==> src/design/kline_slow_init_connect_defines.svh <==
// Assertion macros shared by the slow-init connect block
`ifndef KLINE_SLOW_INIT_CONNECT_DEFINES_SVH
`define KLINE_SLOW_INIT_CONNECT_DEFINES_SVH

`ifndef SYNTHESIS

// Check a property on every rising clock edge outside reset
`define KSC_ASSERT_CLK(lbl, clk, rst_n, prop) \
	lbl: assert property (@(posedge clk) disable iff (!rst_n) prop) \
		else $error("kscon assertion failed");

// Check that a condition never holds outside reset
`define KSC_ASSERT_NEVER(lbl, clk, rst_n, cond) \
	`KSC_ASSERT_CLK(lbl, clk, rst_n, !(cond))

`else

`define KSC_ASSERT_CLK(lbl, clk, rst_n, prop)
`define KSC_ASSERT_NEVER(lbl, clk, rst_n, cond)

`endif

`endif

==> src/design/kscon_pkg.sv <==
// Types and constants of the slow-init connect block
package kscon_pkg;

	// Command codes of an input word
	localparam logic [1:0] CMD_START = 2'd0;
	localparam logic [1:0] CMD_TICK  = 2'd1;
	localparam logic [1:0] CMD_BYTE  = 2'd2;

	// Configuration register indexes
	localparam logic [1:0] REG_ECU_ADDRESS  = 2'd0;
	localparam logic [1:0] REG_BIT_TIME     = 2'd1;
	localparam logic [1:0] REG_IDLE_TIME    = 2'd2;
	localparam logic [1:0] REG_SYNC_LIMIT   = 2'd3;

	// Configuration reset values
	localparam logic [7:0]  ECU_ADDRESS_RST = 8'd1;
	localparam logic [9:0]  BIT_TIME_RST    = 10'd200;
	localparam logic [15:0] IDLE_TIME_RST   = 16'd2000;
	localparam logic [7:0]  SYNC_LIMIT_RST  = 8'd12;

	// Protocol bytes
	localparam logic [7:0] SYNC_BYTE   = 8'h55;
	localparam logic [7:0] KEYWORD_ONE = 8'h52;
	localparam logic [7:0] KEYWORD_TWO = 8'h80;
	localparam logic [7:0] KW_ANSWER   = 8'h7F;
	localparam logic [7:0] TITLE_BYTE  = 8'hA0;

	// Status codes
	localparam logic [2:0] ST_IDLE      = 3'd0;
	localparam logic [2:0] ST_BUSY      = 3'd1;
	localparam logic [2:0] ST_CONNECTED = 3'd2;
	localparam logic [2:0] ST_NO_SYNC   = 3'd3;
	localparam logic [2:0] ST_BAD_KW    = 3'd4;
	localparam logic [2:0] ST_BAD_TITLE = 3'd5;

	// One result word
	typedef struct packed {
		logic       line_level;
		logic       tx_valid;
		logic [7:0] tx_byte;
		logic       id_valid;
		logic [7:0] id_byte;
		logic [2:0] status;
		logic [7:0] check_first;
		logic [7:0] check_last;
	} kscon_res_t;

endpackage

==> src/design/kscon_seq.sv <==
// Connect sequencer: configuration registers, phase state and per-word result logic
`include "kline_slow_init_connect_defines.svh"

module kscon_seq (
	input  logic               clk,
	input  logic               arst_n,
	input  logic               step_en,
	input  logic [1:0]         cmd,
	input  logic [7:0]         rx_byte,
	input  logic               cfg_we,
	input  logic [1:0]         cfg_index,
	input  logic [15:0]        cfg_data,
	output kscon_pkg::kscon_res_t res
);
	import kscon_pkg::*;

	typedef enum logic [3:0] {
		PH_IDLE, PH_IDLELINE, PH_BITS, PH_SYNC, PH_KW1, PH_KW2,
		PH_HEADER, PH_ID, PH_CONNECTED, PH_NOSYNC, PH_BADKW, PH_BADTITLE
	} phase_t;

	logic [7:0]  ecu_address_q;
	logic [9:0]  bit_time_q;
	logic [15:0] idle_time_q;
	logic [7:0]  sync_limit_q;

	phase_t      phase_q, phase_n;
	logic [15:0] tick_q, tick_n, tick_inc;
	logic [3:0]  bit_idx_q, bit_idx_n;
	logic [7:0]  search_q, search_n, search_inc;
	logic [7:0]  kw_first_q, kw_first_n;
	logic [1:0]  hdr_idx_q, hdr_idx_n;
	logic [7:0]  blk_len_q, blk_len_n;
	logic [7:0]  byte_cnt_q, byte_cnt_n, byte_inc;
	logic [7:0]  chk_first_q, chk_first_n;
	logic [7:0]  chk_last_q, chk_last_n;
	logic [9:0]  bit_time_eff;
	logic [2:0]  addr_bit;
	logic        txv, idv;
	logic [7:0]  idb;

	assign tick_inc     = tick_q + 16'd1;
	assign search_inc   = search_q + 8'd1;
	assign byte_inc     = byte_cnt_q + 8'd1;
	assign bit_time_eff = (bit_time_q == 10'd0) ? 10'd1 : bit_time_q;

	// Compute next state and the side outputs of this word
	always_comb begin
		phase_n     = phase_q;
		tick_n      = tick_q;
		bit_idx_n   = bit_idx_q;
		search_n    = search_q;
		kw_first_n  = kw_first_q;
		hdr_idx_n   = hdr_idx_q;
		blk_len_n   = blk_len_q;
		byte_cnt_n  = byte_cnt_q;
		chk_first_n = chk_first_q;
		chk_last_n  = chk_last_q;
		txv         = 1'b0;
		idv         = 1'b0;
		idb         = 8'd0;
		unique case (cmd)
			CMD_START: begin
				tick_n      = 16'd0;
				bit_idx_n   = 4'd0;
				search_n    = 8'd0;
				kw_first_n  = 8'd0;
				hdr_idx_n   = 2'd0;
				blk_len_n   = 8'd0;
				byte_cnt_n  = 8'd0;
				chk_first_n = 8'd0;
				chk_last_n  = 8'd0;
				phase_n     = (idle_time_q == 16'd0) ? PH_BITS : PH_IDLELINE;
			end
			CMD_TICK: begin
				if (phase_q == PH_IDLELINE) begin
					tick_n = tick_inc;
					if (tick_inc >= idle_time_q) begin
						tick_n    = 16'd0;
						bit_idx_n = 4'd0;
						phase_n   = PH_BITS;
					end
				end else if (phase_q == PH_BITS) begin
					tick_n = tick_inc;
					if (tick_inc >= {6'd0, bit_time_eff}) begin
						tick_n = 16'd0;
						if (bit_idx_q >= 4'd9) begin
							// stop bit done: start looking for sync
							bit_idx_n = 4'd0;
							search_n  = 8'd0;
							phase_n   = (sync_limit_q == 8'd0) ? PH_NOSYNC : PH_SYNC;
						end else begin
							bit_idx_n = bit_idx_q + 4'd1;
						end
					end
				end
			end
			CMD_BYTE: begin
				unique case (phase_q)
					PH_SYNC: begin
						if (rx_byte == SYNC_BYTE) begin
							phase_n = PH_KW1;
						end else begin
							search_n = search_inc;
							if (search_inc >= sync_limit_q) phase_n = PH_NOSYNC;
						end
					end
					PH_KW1: begin
						kw_first_n = rx_byte;
						phase_n    = PH_KW2;
					end
					PH_KW2: begin
						if (kw_first_q == KEYWORD_ONE && rx_byte == KEYWORD_TWO) begin
							txv       = 1'b1;
							hdr_idx_n = 2'd0;
							phase_n   = PH_HEADER;
						end else begin
							phase_n = PH_BADKW;
						end
					end
					PH_HEADER: begin
						if (hdr_idx_q == 2'd0) begin
							hdr_idx_n = 2'd1;
						end else if (hdr_idx_q == 2'd1) begin
							blk_len_n = rx_byte;
							hdr_idx_n = 2'd2;
						end else if (rx_byte != TITLE_BYTE) begin
							phase_n = PH_BADTITLE;
						end else begin
							byte_cnt_n = 8'd0;
							phase_n    = (blk_len_q == 8'd0) ? PH_CONNECTED : PH_ID;
						end
					end
					PH_ID: begin
						// all but the last two block bytes are reported
						if (({1'b0, byte_cnt_q} + 9'd2) < {1'b0, blk_len_q}) begin
							idv = 1'b1;
							idb = rx_byte;
						end
						chk_first_n = chk_last_q;
						chk_last_n  = rx_byte;
						byte_cnt_n  = byte_inc;
						if (byte_inc >= blk_len_q) phase_n = PH_CONNECTED;
					end
					default: begin
					end
				endcase
			end
			default: begin
			end
		endcase
	end

	assign addr_bit = bit_idx_n[2:0] - 3'd1;

	// Build the result word from the state after this word
	always_comb begin
		if (phase_n != PH_BITS) begin
			res.line_level = 1'b1;
		end else if (bit_idx_n == 4'd0) begin
			res.line_level = 1'b0;
		end else if (bit_idx_n >= 4'd9) begin
			res.line_level = 1'b1;
		end else begin
			res.line_level = ecu_address_q[addr_bit];
		end
		res.tx_valid    = txv;
		res.tx_byte     = txv ? KW_ANSWER : 8'd0;
		res.id_valid    = idv;
		res.id_byte     = idb;
		res.check_first = chk_first_n;
		res.check_last  = chk_last_n;
		unique case (phase_n)
			PH_IDLE:      res.status = ST_IDLE;
			PH_CONNECTED: res.status = ST_CONNECTED;
			PH_NOSYNC:    res.status = ST_NO_SYNC;
			PH_BADKW:     res.status = ST_BAD_KW;
			PH_BADTITLE:  res.status = ST_BAD_TITLE;
			default:      res.status = ST_BUSY;
		endcase
	end

	// Hold configuration registers
	always_ff @(posedge clk or negedge arst_n) begin
		if (!arst_n) begin
			ecu_address_q <= ECU_ADDRESS_RST;
			bit_time_q    <= BIT_TIME_RST;
			idle_time_q   <= IDLE_TIME_RST;
			sync_limit_q  <= SYNC_LIMIT_RST;
		end else if (cfg_we) begin
			unique case (cfg_index)
				REG_ECU_ADDRESS: ecu_address_q <= cfg_data[7:0];
				REG_BIT_TIME:    bit_time_q    <= cfg_data[9:0];
				REG_IDLE_TIME:   idle_time_q   <= cfg_data;
				REG_SYNC_LIMIT:  sync_limit_q  <= cfg_data[7:0];
				default: begin
				end
			endcase
		end
	end

	// Advance sequencer state once per accepted word
	always_ff @(posedge clk or negedge arst_n) begin
		if (!arst_n) begin
			phase_q     <= PH_IDLE;
			tick_q      <= 16'd0;
			bit_idx_q   <= 4'd0;
			search_q    <= 8'd0;
			kw_first_q  <= 8'd0;
			hdr_idx_q   <= 2'd0;
			blk_len_q   <= 8'd0;
			byte_cnt_q  <= 8'd0;
			chk_first_q <= 8'd0;
			chk_last_q  <= 8'd0;
		end else if (step_en) begin
			phase_q     <= phase_n;
			tick_q      <= tick_n;
			bit_idx_q   <= bit_idx_n;
			search_q    <= search_n;
			kw_first_q  <= kw_first_n;
			hdr_idx_q   <= hdr_idx_n;
			blk_len_q   <= blk_len_n;
			byte_cnt_q  <= byte_cnt_n;
			chk_first_q <= chk_first_n;
			chk_last_q  <= chk_last_n;
		end
	end

	`KSC_ASSERT_CLK(a_tx_from_kw2, clk, arst_n, (step_en && res.tx_valid) |-> (phase_q == PH_KW2))
	`KSC_ASSERT_CLK(a_id_from_id, clk, arst_n, (step_en && res.id_valid) |-> (phase_q == PH_ID))
	`KSC_ASSERT_NEVER(a_bit_range, clk, arst_n, bit_idx_q > 4'd9)
	`KSC_ASSERT_NEVER(a_id_len, clk, arst_n, (phase_q == PH_ID) && (blk_len_q == 8'd0))

endmodule

==> src/design/kline_slow_init_connect.sv <==
// Top level of the K-line slow-init connect sequencer
//
//  channel  | handshake           | payload
//  ---------+---------------------+------------------------------------------------
//  input    | in_valid / in_stall | cmd, rx_byte
//  result   | out_valid/out_stall | line_level, tx_valid, tx_byte, id_valid, id_byte,
//           |                     | status, check_first, check_last
//  config   | cfg_valid/cfg_ready | cfg_index, cfg_data
//
// One input word per cycle while in_stall is low; each accepted word's result is
// registered into the output register, or into the skid register if that is stalled.
// The sequencer logic sits between the state registers and the result register; a
// one-word skid register keeps input open while the result waits, so in_stall rises
// only when both output slots are full. Configuration writes are always ready. Reset
// restores config defaults, idle phase and empty slots at once; no clearing is needed.
`include "kline_slow_init_connect_defines.svh"

module kline_slow_init_connect (
	input  logic        clk,
	input  logic        arst_n,
	input  logic        in_valid,
	output logic        in_stall,
	input  logic [1:0]  cmd,
	input  logic [7:0]  rx_byte,
	output logic        out_valid,
	input  logic        out_stall,
	output logic        line_level,
	output logic        tx_valid,
	output logic [7:0]  tx_byte,
	output logic        id_valid,
	output logic [7:0]  id_byte,
	output logic [2:0]  status,
	output logic [7:0]  check_first,
	output logic [7:0]  check_last,
	input  logic        cfg_valid,
	output logic        cfg_ready,
	input  logic [1:0]  cfg_index,
	input  logic [15:0] cfg_data
);
	import kscon_pkg::*;

	kscon_res_t res_new;
	kscon_res_t res_s1;
	kscon_res_t skid_q;
	logic       res_valid_s1;
	logic       skid_valid_q;
	logic       in_accept;

	assign cfg_ready = 1'b1;
	assign in_stall  = skid_valid_q;
	assign in_accept = in_valid && !skid_valid_q;

	kscon_seq u_seq (
		.clk       (clk),
		.arst_n    (arst_n),
		.step_en   (in_accept),
		.cmd       (cmd),
		.rx_byte   (rx_byte),
		.cfg_we    (cfg_valid && cfg_ready),
		.cfg_index (cfg_index),
		.cfg_data  (cfg_data),
		.res       (res_new)
	);

	// Track output and skid occupancy
	always_ff @(posedge clk or negedge arst_n) begin
		if (!arst_n) begin
			res_valid_s1 <= 1'b0;
			skid_valid_q <= 1'b0;
		end else if (res_valid_s1 && out_stall) begin
			if (in_accept) skid_valid_q <= 1'b1;
		end else if (skid_valid_q) begin
			res_valid_s1 <= 1'b1;
			skid_valid_q <= 1'b0;
		end else begin
			res_valid_s1 <= in_accept;
		end
	end

	// Move result words into the output and skid registers
	always_ff @(posedge clk) begin
		if (res_valid_s1 && out_stall) begin
			if (in_accept) skid_q <= res_new;
		end else if (skid_valid_q) begin
			res_s1 <= skid_q;
		end else if (in_accept) begin
			res_s1 <= res_new;
		end
	end

	assign out_valid   = res_valid_s1;
	assign line_level  = res_s1.line_level;
	assign tx_valid    = res_s1.tx_valid;
	assign tx_byte     = res_s1.tx_byte;
	assign id_valid    = res_s1.id_valid;
	assign id_byte     = res_s1.id_byte;
	assign status      = res_s1.status;
	assign check_first = res_s1.check_first;
	assign check_last  = res_s1.check_last;

	`KSC_ASSERT_NEVER(a_skid_needs_out, clk, arst_n, skid_valid_q && !res_valid_s1)
	`KSC_ASSERT_CLK(a_skid_fill, clk, arst_n, $rose(skid_valid_q) |-> $past(res_valid_s1 && out_stall))
	`KSC_ASSERT_CLK(a_tx_busy, clk, arst_n, (res_valid_s1 && res_s1.tx_valid) |-> (res_s1.status == ST_BUSY))
	`KSC_ASSERT_CLK(a_id_state, clk, arst_n, (res_valid_s1 && res_s1.id_valid) |-> (res_s1.status == ST_BUSY || res_s1.status == ST_CONNECTED))

endmodule

==> config.mk <==
export PLATFORM = sky130hd
export DESIGN_NAME = kline_slow_init_connect
export DESIGN_NICKNAME = d
export VERILOG_FILES = /design/src/design/kscon_pkg.sv /design/src/design/kscon_seq.sv /design/src/design/kline_slow_init_connect.sv
export VERILOG_INCLUDE_DIRS = /design/src /design/src/design
export SDC_FILE = /design/constraint.sdc
export NUM_CORES = 1
export LEC_CHECK = 0
export BUFFER_PORTS_ARGS = -buffer_cell sky130_fd_sc_hd__buf_2
export CAP_MARGIN = 10
export CORE_AREA = 2 2 148 186
export CTS_CLUSTER_SIZE = 16
export DETAILED_ROUTE_END_ITERATION = 7
export DIE_AREA = 0 0 150 188
export PLACE_DENSITY = 0.58
export SYNTH_ARGS = -nofsm -noshare
export SYNTH_HDL_FRONTEND = slang
export SYNTH_SLANG_ARGS = --single-unit
==> constraint.sdc <==
create_clock -name clk -period 4.7 [get_ports clk]
set_clock_uncertainty 0.1 [all_clocks]
set_input_delay 0.94 -clock clk [delete_from_list [all_inputs] [get_ports clk]]
set_output_delay 0.94 -clock clk [all_outputs]
set_load 0.005 [all_outputs]
After elaboration in Yosys (flattened, before gate mapping)

Index checks and enable logic that the tools add are counted.

$add $sub $neg: 6
Magnitude comparators: 8
Equal/unequal tests: 41
Mux-type cells: 77
Bitwise operators: 1
Reduce and logical (&&, ||, !) cells: 29

Operators by type and width:

| kind                                                            | count |
|---|---|
| 8-bit two-way mux                                               | 18 |
| 8-bit case mux with 2 select lines                              | 6 |
| 38-bit two-way mux                                              | 2 |
| 4-bit two-way mux                                               | 19 |
| 16-bit two-way mux                                              | 4 |
| 16-bit case mux with 2 select lines                             | 1 |
| 8-bit case mux with 3 select lines                              | 1 |
| 4-bit case mux with 5 select lines                              | 1 |
| 16-bit by 1-bit adder with 16-bit output, second input constant | 1 |
| 8-bit by 1-bit adder with 8-bit output, second input constant   | 2 |
| 4-bit by 3-bit == test with 1-bit output, second input constant | 4 |
| 4-bit == test, second input constant                            | 4 |
| 8-bit by 7-bit == test with 1-bit output, second input constant | 2 |
| 16-bit by 10-bit >= comparator with 1-bit output                | 1 |
| 16-bit >= comparator                                            | 1 |
| 8-bit >= comparator                                             | 2 |
| 16-bit logical NOT                                              | 1 |
| 8-bit logical NOT                                               | 2 |
| 3-bit case mux with 5 select lines                              | 1 |
| 2-bit inequality test, second input constant                    | 7 |
| 1-bit two-way mux                                               | 13 |
| 3-bit inequality test, second input constant                    | 4 |
| 4-bit case mux with 3 select lines                              | 1 |
| 2-bit AND reduction                                             | 6 |
| 34 further kinds                                                | 58 |

Register bits: 194
Input bits: 33
Output and inout port bits: 41
Logic and storage cells: 194

Logic depth before layout (Yosys ltp)

Word-level depth: 15
Mapped depth: 23
Gate-level depth less buffers: 22

Modules after synthesis

A second synthesis with hierarchy kept.

Cell total of the unflattened synthesis: 984
Area total of the unflattened synthesis: 10953.0 um^2

By module, submodules not included:

| module                  | times used | cells each | area an instance (um^2) | seq. area each (um^2) |
|---|---|---|---|---|
| kscon_seq               | 1          | 856        | 7923.8                  | 2917.8 |
| kline_slow_init_connect | 1          | 128        | 3029.2                  | 2332.2 |

Least setup slack after synthesis

OpenSTA, ideal clock, no wires.

Path type: register to register
From: register u_seq.tick_q[0]
To: register res_s1, in the netlist line_level, data pin
Setup time: 0.273 ns
Data arrival time: 4.748 ns
Required time: 4.327 ns
Slack: -0.421 ns
Stages on the path, launching flop included: 19
Path buffers: 0
Period minus slack after synthesis: 5.121 ns
Path through: dfrtp_1 > ha_1 > nand2_2 > or4_1 > nand2_1 > ha_1 > and4_1 > a2111oi_0 > a41oi_1 > a21oi_1 > a21o_1 > a21boi_0 > ha_1 > mux2_2 > a311o_1 > o211a_1 > a2bb2oi_1 > o211ai_2 > a32oi_1

Word-level cells in the longest chain between the ends: 14
Elaborated cells between the ends (all ways): 24
Classes of those cells: add/sub (2); order compare (3); eq/ne (1); mux (17); reduce/logical (1)

RTL lines:

| what                                             | line                          | RTL |
|---|---|---|
| start, declared                                  | kscon_seq.sv:28               | `logic [15:0] tick_q, tick_n, tick_inc;` |
| start signal, assigned                           | kscon_seq.sv:217              | `tick_q <= tick_n;` |
| 16-bit by 1-bit adder with 16-bit output *       | kscon_seq.sv:42               | `assign tick_inc = tick_q + 16'd1;` |
| 16-bit by 10-bit >= comparator with 1-bit output | kscon_seq.sv:85               | `if (tick_inc >= {6'd0, bit_time_eff}) begin` |
| 4-bit two-way mux                                | kscon_seq.sv:85               |  |
| 4-bit two-way mux                                | kscon_seq.sv:83               | `end else if (phase_q == PH_BITS) begin` |
| 4-bit two-way mux                                | kscon_seq.sv:76               | `if (phase_q == PH_IDLELINE) begin` |
| 4-bit case mux with 2 select lines               | kscon_seq.sv:62               | `unique case (cmd)` |
| 3-bit by 1-bit subtractor with 3-bit output      | kscon_seq.sv:154              | `assign addr_bit = bit_idx_n[2:0] - 3'd1;` |
| 1-bit binary-select mux with 3-bit select        | kscon_seq.sv:165              | `res.line_level = ecu_address_q[addr_bit];` |
| 1-bit two-way mux (implied by the code)          | kscon_seq.sv:165              |  |
| 1-bit two-way mux                                | kscon_seq.sv:162              | `end else if (bit_idx_n >= 4'd9) begin` |
| 1-bit two-way mux                                | kscon_seq.sv:160              | `end else if (bit_idx_n == 4'd0) begin` |
| 1-bit two-way mux *                              | kscon_seq.sv:158              | `if (phase_n != PH_BITS) begin` |
| 38-bit two-way mux *                             | kline_slow_init_connect.sv:86 | `end else if (in_accept) begin` |
| 38-bit two-way mux *                             | kline_slow_init_connect.sv:84 | `end else if (skid_valid_q) begin` |
| end signal, assigned                             | kline_slow_init_connect.sv:85 | `res_s1 <= skid_q;` |
| end signal, assigned                             | kline_slow_init_connect.sv:87 | `res_s1 <= res_new;` |
| end, declared                                    | kline_slow_init_connect.sv:43 | `kscon_res_t res_s1;` |

Every way passes the cells marked *; elsewhere a longest branch is shown, timed or not. The select of a mux whose other input is x is not followed.
A chain may end at the register's enable or synchronous reset.

Worst setup path after layout

From: register u_seq.tick_q[5]
To: register res_s1, in the netlist line_level, data pin

Word-level cells in the longest chain between the ends: 14
Elaborated cells between the ends (all ways): 24
Classes of those cells: add/sub (2); order compare (3); eq/ne (1); mux (17); reduce/logical (1)

RTL lines:

| what                                             | line                          | RTL |
|---|---|---|
| 16-bit by 1-bit adder with 16-bit output *       | kscon_seq.sv:42               |  |
| 16-bit by 10-bit >= comparator with 1-bit output | kscon_seq.sv:85               |  |
| 4-bit two-way mux                                | kscon_seq.sv:85               |  |
| 4-bit two-way mux                                | kscon_seq.sv:83               |  |
| 4-bit two-way mux *                              | kscon_seq.sv:76               |  |
| 4-bit case mux with 2 select lines *             | kscon_seq.sv:62               |  |
| via u_seq.bit_idx_n[0]                           | kscon_seq.sv:29               | `logic [3:0] bit_idx_q, bit_idx_n;` |
| 3-bit by 1-bit subtractor with 3-bit output      | kscon_seq.sv:154              |  |
| 1-bit binary-select mux with 3-bit select        | kscon_seq.sv:165              |  |
| 1-bit two-way mux (implied by the code)          | kscon_seq.sv:165              |  |
| 1-bit two-way mux                                | kscon_seq.sv:162              |  |
| 1-bit two-way mux *                              | kscon_seq.sv:160              |  |
| 1-bit two-way mux *                              | kscon_seq.sv:158              |  |
| 38-bit two-way mux *                             | kline_slow_init_connect.sv:86 |  |
| 38-bit two-way mux *                             | kline_slow_init_connect.sv:84 |  |

Mark *: on every way through the listed nets, which the timed path passes. The rest lies on a longest branch. The select of a mux whose other input is x is not followed.

==> results.py <==
metrics = {
    "synth": {
        "synth_top_area_cell": "dfrtp_1",
        "syn-instance-count": 1003,
        "yosysUniqueCellTypes": 84,
        "synth_compound_area_frac": 0.169,
        "synth_top_family_by_area": "compound AO/OA/AOI/OAI gates",
        "synth.area.top_cells": "dfrtp_1 26%, edfxtp_1 17%, mux2_2 7.8%",
        "synthXorXnorAreaFrac": 0.0285,
        "synthSimpleGateAreaFrac": 0.144,
        "synth.avg_cell_area_sq_um": 10.4,
        "synth-async-reset-ratio": 0.663,
        "synth-seq-area-share": 0.459,
        "yosysMostFrequentCell": "nand2_1",
        "synth_fp_nets": 1096,
        "yosys_warnings": 0,
        "synth-seq-cells": 178,
        "synth_area_sq_um": 10400,
        "synth_fa_ha_area_frac": 0.0722,
        "synth_edf_count": 60,
        "yosysTopAreaCellShare": 0.255,
        "yosys-mux-area-fraction": 0.0799,
        "ys.flop_type": "dfrtp_1",
        "ys_top_cells_by_count": "122 x nand2_1, 106 x dfrtp_1, 72 x mux2_2",
    },
    "die": {
        "die_h_um": 188,
        "core_sq_um": 26500,
        "dieWidth_um": 150,
        "rows": 67,
        "io_pins": 74,
        "start_util": 0.393,
        "die_area_sq_um": 28200,
    },
    "status": {
        "violations": "negative setup slack",
        "status": "finished with violations",
    },
    "worst_hold_path": {
        "hp-class": "reg2reg",
    },
    "detailed_routing": {
        "vias": 7952,
        "drc": 0,
        "firstDrtPassIters": 5,
        "ant_nets": 0,
        "finalWirelength_um": 24700,
        "detail_route.wl_per_cell_um": 16.9,
        "drtIter0Drc": 413,
        "vias_per_cell": 5.43,
    },
    "clock_tree": {
        "clockRootBuffer": "clkbuf_16",
        "worstSkewPairLatency_ps": 440,
        "cts_sinks": 178,
        "numCtsBuffers": 17,
        "path_clk_slew_ps": 80,
        "hold_buffers": 0,
        "cts_tree": "done",
        "cts_max_level": 4,
        "clk_path_buf_depth": 2,
    },
    "critical_path": {
        "cp.required_ps": 4780,
        "crit_path_max_fanout": 4,
        "crit_arrival_ps": 4860,
        "critPathCaptureType": "flip-flop",
        "critPathLaunchType": "flip-flop",
        "critPathKind": "reg2reg",
    },
    "place": {
        "place_inst": 1421,
        "dp_hpwl_um": 17500,
        "routabilityCongestion": 0.889,
        "dpl-instance-area_sq_um": 11500,
        "port_buffers": 71,
    },
    "finish": {
        "antenna_cells": 0,
        "nets": 1200,
        "drive_gt1_frac": 0.285,
        "multiInputGateArea_sq_um": 5490,
        "design_area_sq_um": 12400,
        "area_growth_pct": 19.5,
        "ff_latch_area_sq_um": 4770,
        "fin_cells": 1465,
        "n_fill_cell": 2520,
    },
    "sta": {
        "setup_viol": 2,
        "finalMaxSlewViolations": 0,
        "slew_headroom": 0.251,
        "hold_viol": 0,
        "period_share": 1.02,
        "period_minus_slack_ps": 4780,
        "fmax_mhz": 209,
        "tightest_slew_ps": 1120,
        "fin_ws_ps": -82.0,
        "rsz0062_at_grt": "yes",
    },
    "job": {
        "max-cap-violations": 0,
    },
    "grt": {
        "grt_antenna_before_repair": 0,
        "grt_overflow": 0,
        "grt_max_degree": 75,
        "grt_pass1_wl_um": 40600,
        "grt_usage": 0.182,
        "grt_pass1_vias": 7774,
    },
    "power_and_ir_drop": {
        "max-vdd-ir-drop_uv": 282,
        "power_density_nw_per_um2": 339,
        "leakage_nw": 5.42,
    },
}
stage by stage:
| stage | hold WS (ps) | worst slack (ps) | power (mW) | TNS, ps | utilization |
|---|---|---|---|---|---|
| after floorplan | 341 | 0.0608 | 2.52 | 0 | - |
| after global placement | 354 | -16.9 | 2.78 | -16.9 | 0.434 |
| after detailed placement | 365 | -214 | 2.80 | -375 | 0.434 |
| after CTS | 382 | 4.12 | 4.26 | 0 | 0.466 |
| after global routing | 404 | -292 | 4.46 | -521 | 0.469 |
| final | 383 | -82.0 | 4.22 | -105 | 0.469 |
layout by cell type, fill, tap and decap left out, types with 9 or more instances in the layout:
master | netlist | routed
a21oi_1 | 22 | 18
dfrtp_1 | 106 | 103
nand4_1 | 9 | 9
buf_4 | 10 | 66
nor2_1 | 46 | 42
inv_1 | 61 | 60
a22o_1 | 65 | 65
and3_1 | 9 | 9
xnor2_1 | 16 | 13
o21ai_0 | 55 | 54
ha_1 | 60 | 54
and2_1 | 10 | 9
mux2_2 | 72 | 71
dfstp_2 | 12 | 12
xor2_1 | 16 | 15
nand2b_1 | 15 | 15
nand2_1 | 122 | 120
buf_2 | 1 | 70
nand3_1 | 26 | 24
nor4_1 | 11 | 10
clkbuf_16 | 0 | 17
nor3_1 | 14 | 12
o31ai_1 | 12 | 10
nor2b_1 | 9 | 9
edfxtp_1 | 60 | 60
final timing paths:
path | from | to | slack (ps) | depth (start not counted)
worst max-delay path | u_seq.tick_q[5] | line_level | -80 | 20
worst min-delay path | u_seq.kw_first_q[4] | u_seq.kw_first_q[4] | 380 | 2
worst max register to register | u_seq.tick_q[5] | line_level | -80 | 20
worst min register to register | u_seq.kw_first_q[4] | u_seq.kw_first_q[4] | 380 | 2
max in group asynchronous | arst_n | u_seq.sync_limit_q[2] | 3250 | 2
min in group asynchronous | arst_n | u_seq.idle_time_q[15] | 410 | 1
metal layers:
metal | up-vias | wire [um] | global-route usage
li1 | 3874 | - | -
met1 | 3903 | 11400 | 0.242
met2 | 156 | 12300 | 0.303
met3 | 19 | 757 | 0.0345
met4 | 0 | 290 | 0.0472
met5 | - | 0 | 0
cell families after synthesis:
logic type / count (synthesis)
AND/OR/NAND/NOR: 300
AO/OA/AOI/OAI: 239
flip-flops: 178
buffers and inverters: 117
multiplexers: 74
adder cells (fa/ha/maj): 60
XOR/XNOR: 33
other: 2
critical path, stage by stage, from the launching register on:
cell and delay [ps]:
dfrtp_1 410, nand4_4 150, buf_12 160, or4_4 520, nand2_2 110, ha_4 210, and4_4 190, a2111oi_4 290
a41oi_2 220, a21oi_2 290, a32oi_2 150, and2_4 200, inv_2 60, ha_4 200, mux2_4 330, nor3_4 120
a311oi_1 70, o211a_1 260, a2bb2oi_2 140, o211ai_2 210, a32oi_1 130
where the power goes:
part	total, mW	internal, mW	switching, mW	leakage [nW]
registers	1.95	1.80	0.152	2.03
clock network	1.43	0.716	0.717	0.286
logic	0.832	0.396	0.436	3.10
total	4.22	2.91	1.31	5.42
area by class of cell:
class,count,area share
Tap cell,345,0.0347
Inverter,61,0.0184
Timing Repair Buffer,141,0.0742
Clock buffer,17,0.0342
Multi-Input combinational cell,708,0.441
Sequential cell,178,0.384
Clock inverter,15,0.0129
flip-flops by register name, summed over array words and instances, names as in the netlist, 2 cells and up:
| register | flops |
|---|---|
| u_seq.ecu_address_q | 8 |
| u_seq.hdr_idx_q | 2 |
| u_seq.kw_first_q | 8 |
| u_seq.bit_idx_q | 4 |
| status | 3 |
| u_seq.chk_first_q | 8 |
| u_seq.byte_cnt_q | 8 |
| u_seq.idle_time_q | 16 |
| u_seq.blk_len_q | 8 |
| u_seq.phase_q | 4 |
| check_last | 8 |
| skid_q | 30 |
| check_first | 8 |
| u_seq.sync_limit_q | 8 |
| u_seq.bit_time_q | 10 |
| u_seq.tick_q | 16 |
| u_seq.search_q | 8 |
| u_seq.chk_last_q | 8 |
| id_byte | 8 |
repair_timing:
| action | 4_1_cts | 5_1_grt |
|---|---|---|
| cloned | 1 | 0 |
| resized for setup | 27 | 15 |
| pin swaps | 25 | 25 |
| setup endpoints to repair | 2 | 2 |
| setup buffers | 8 | 3 |
Power figures use the tool's default switching activity.
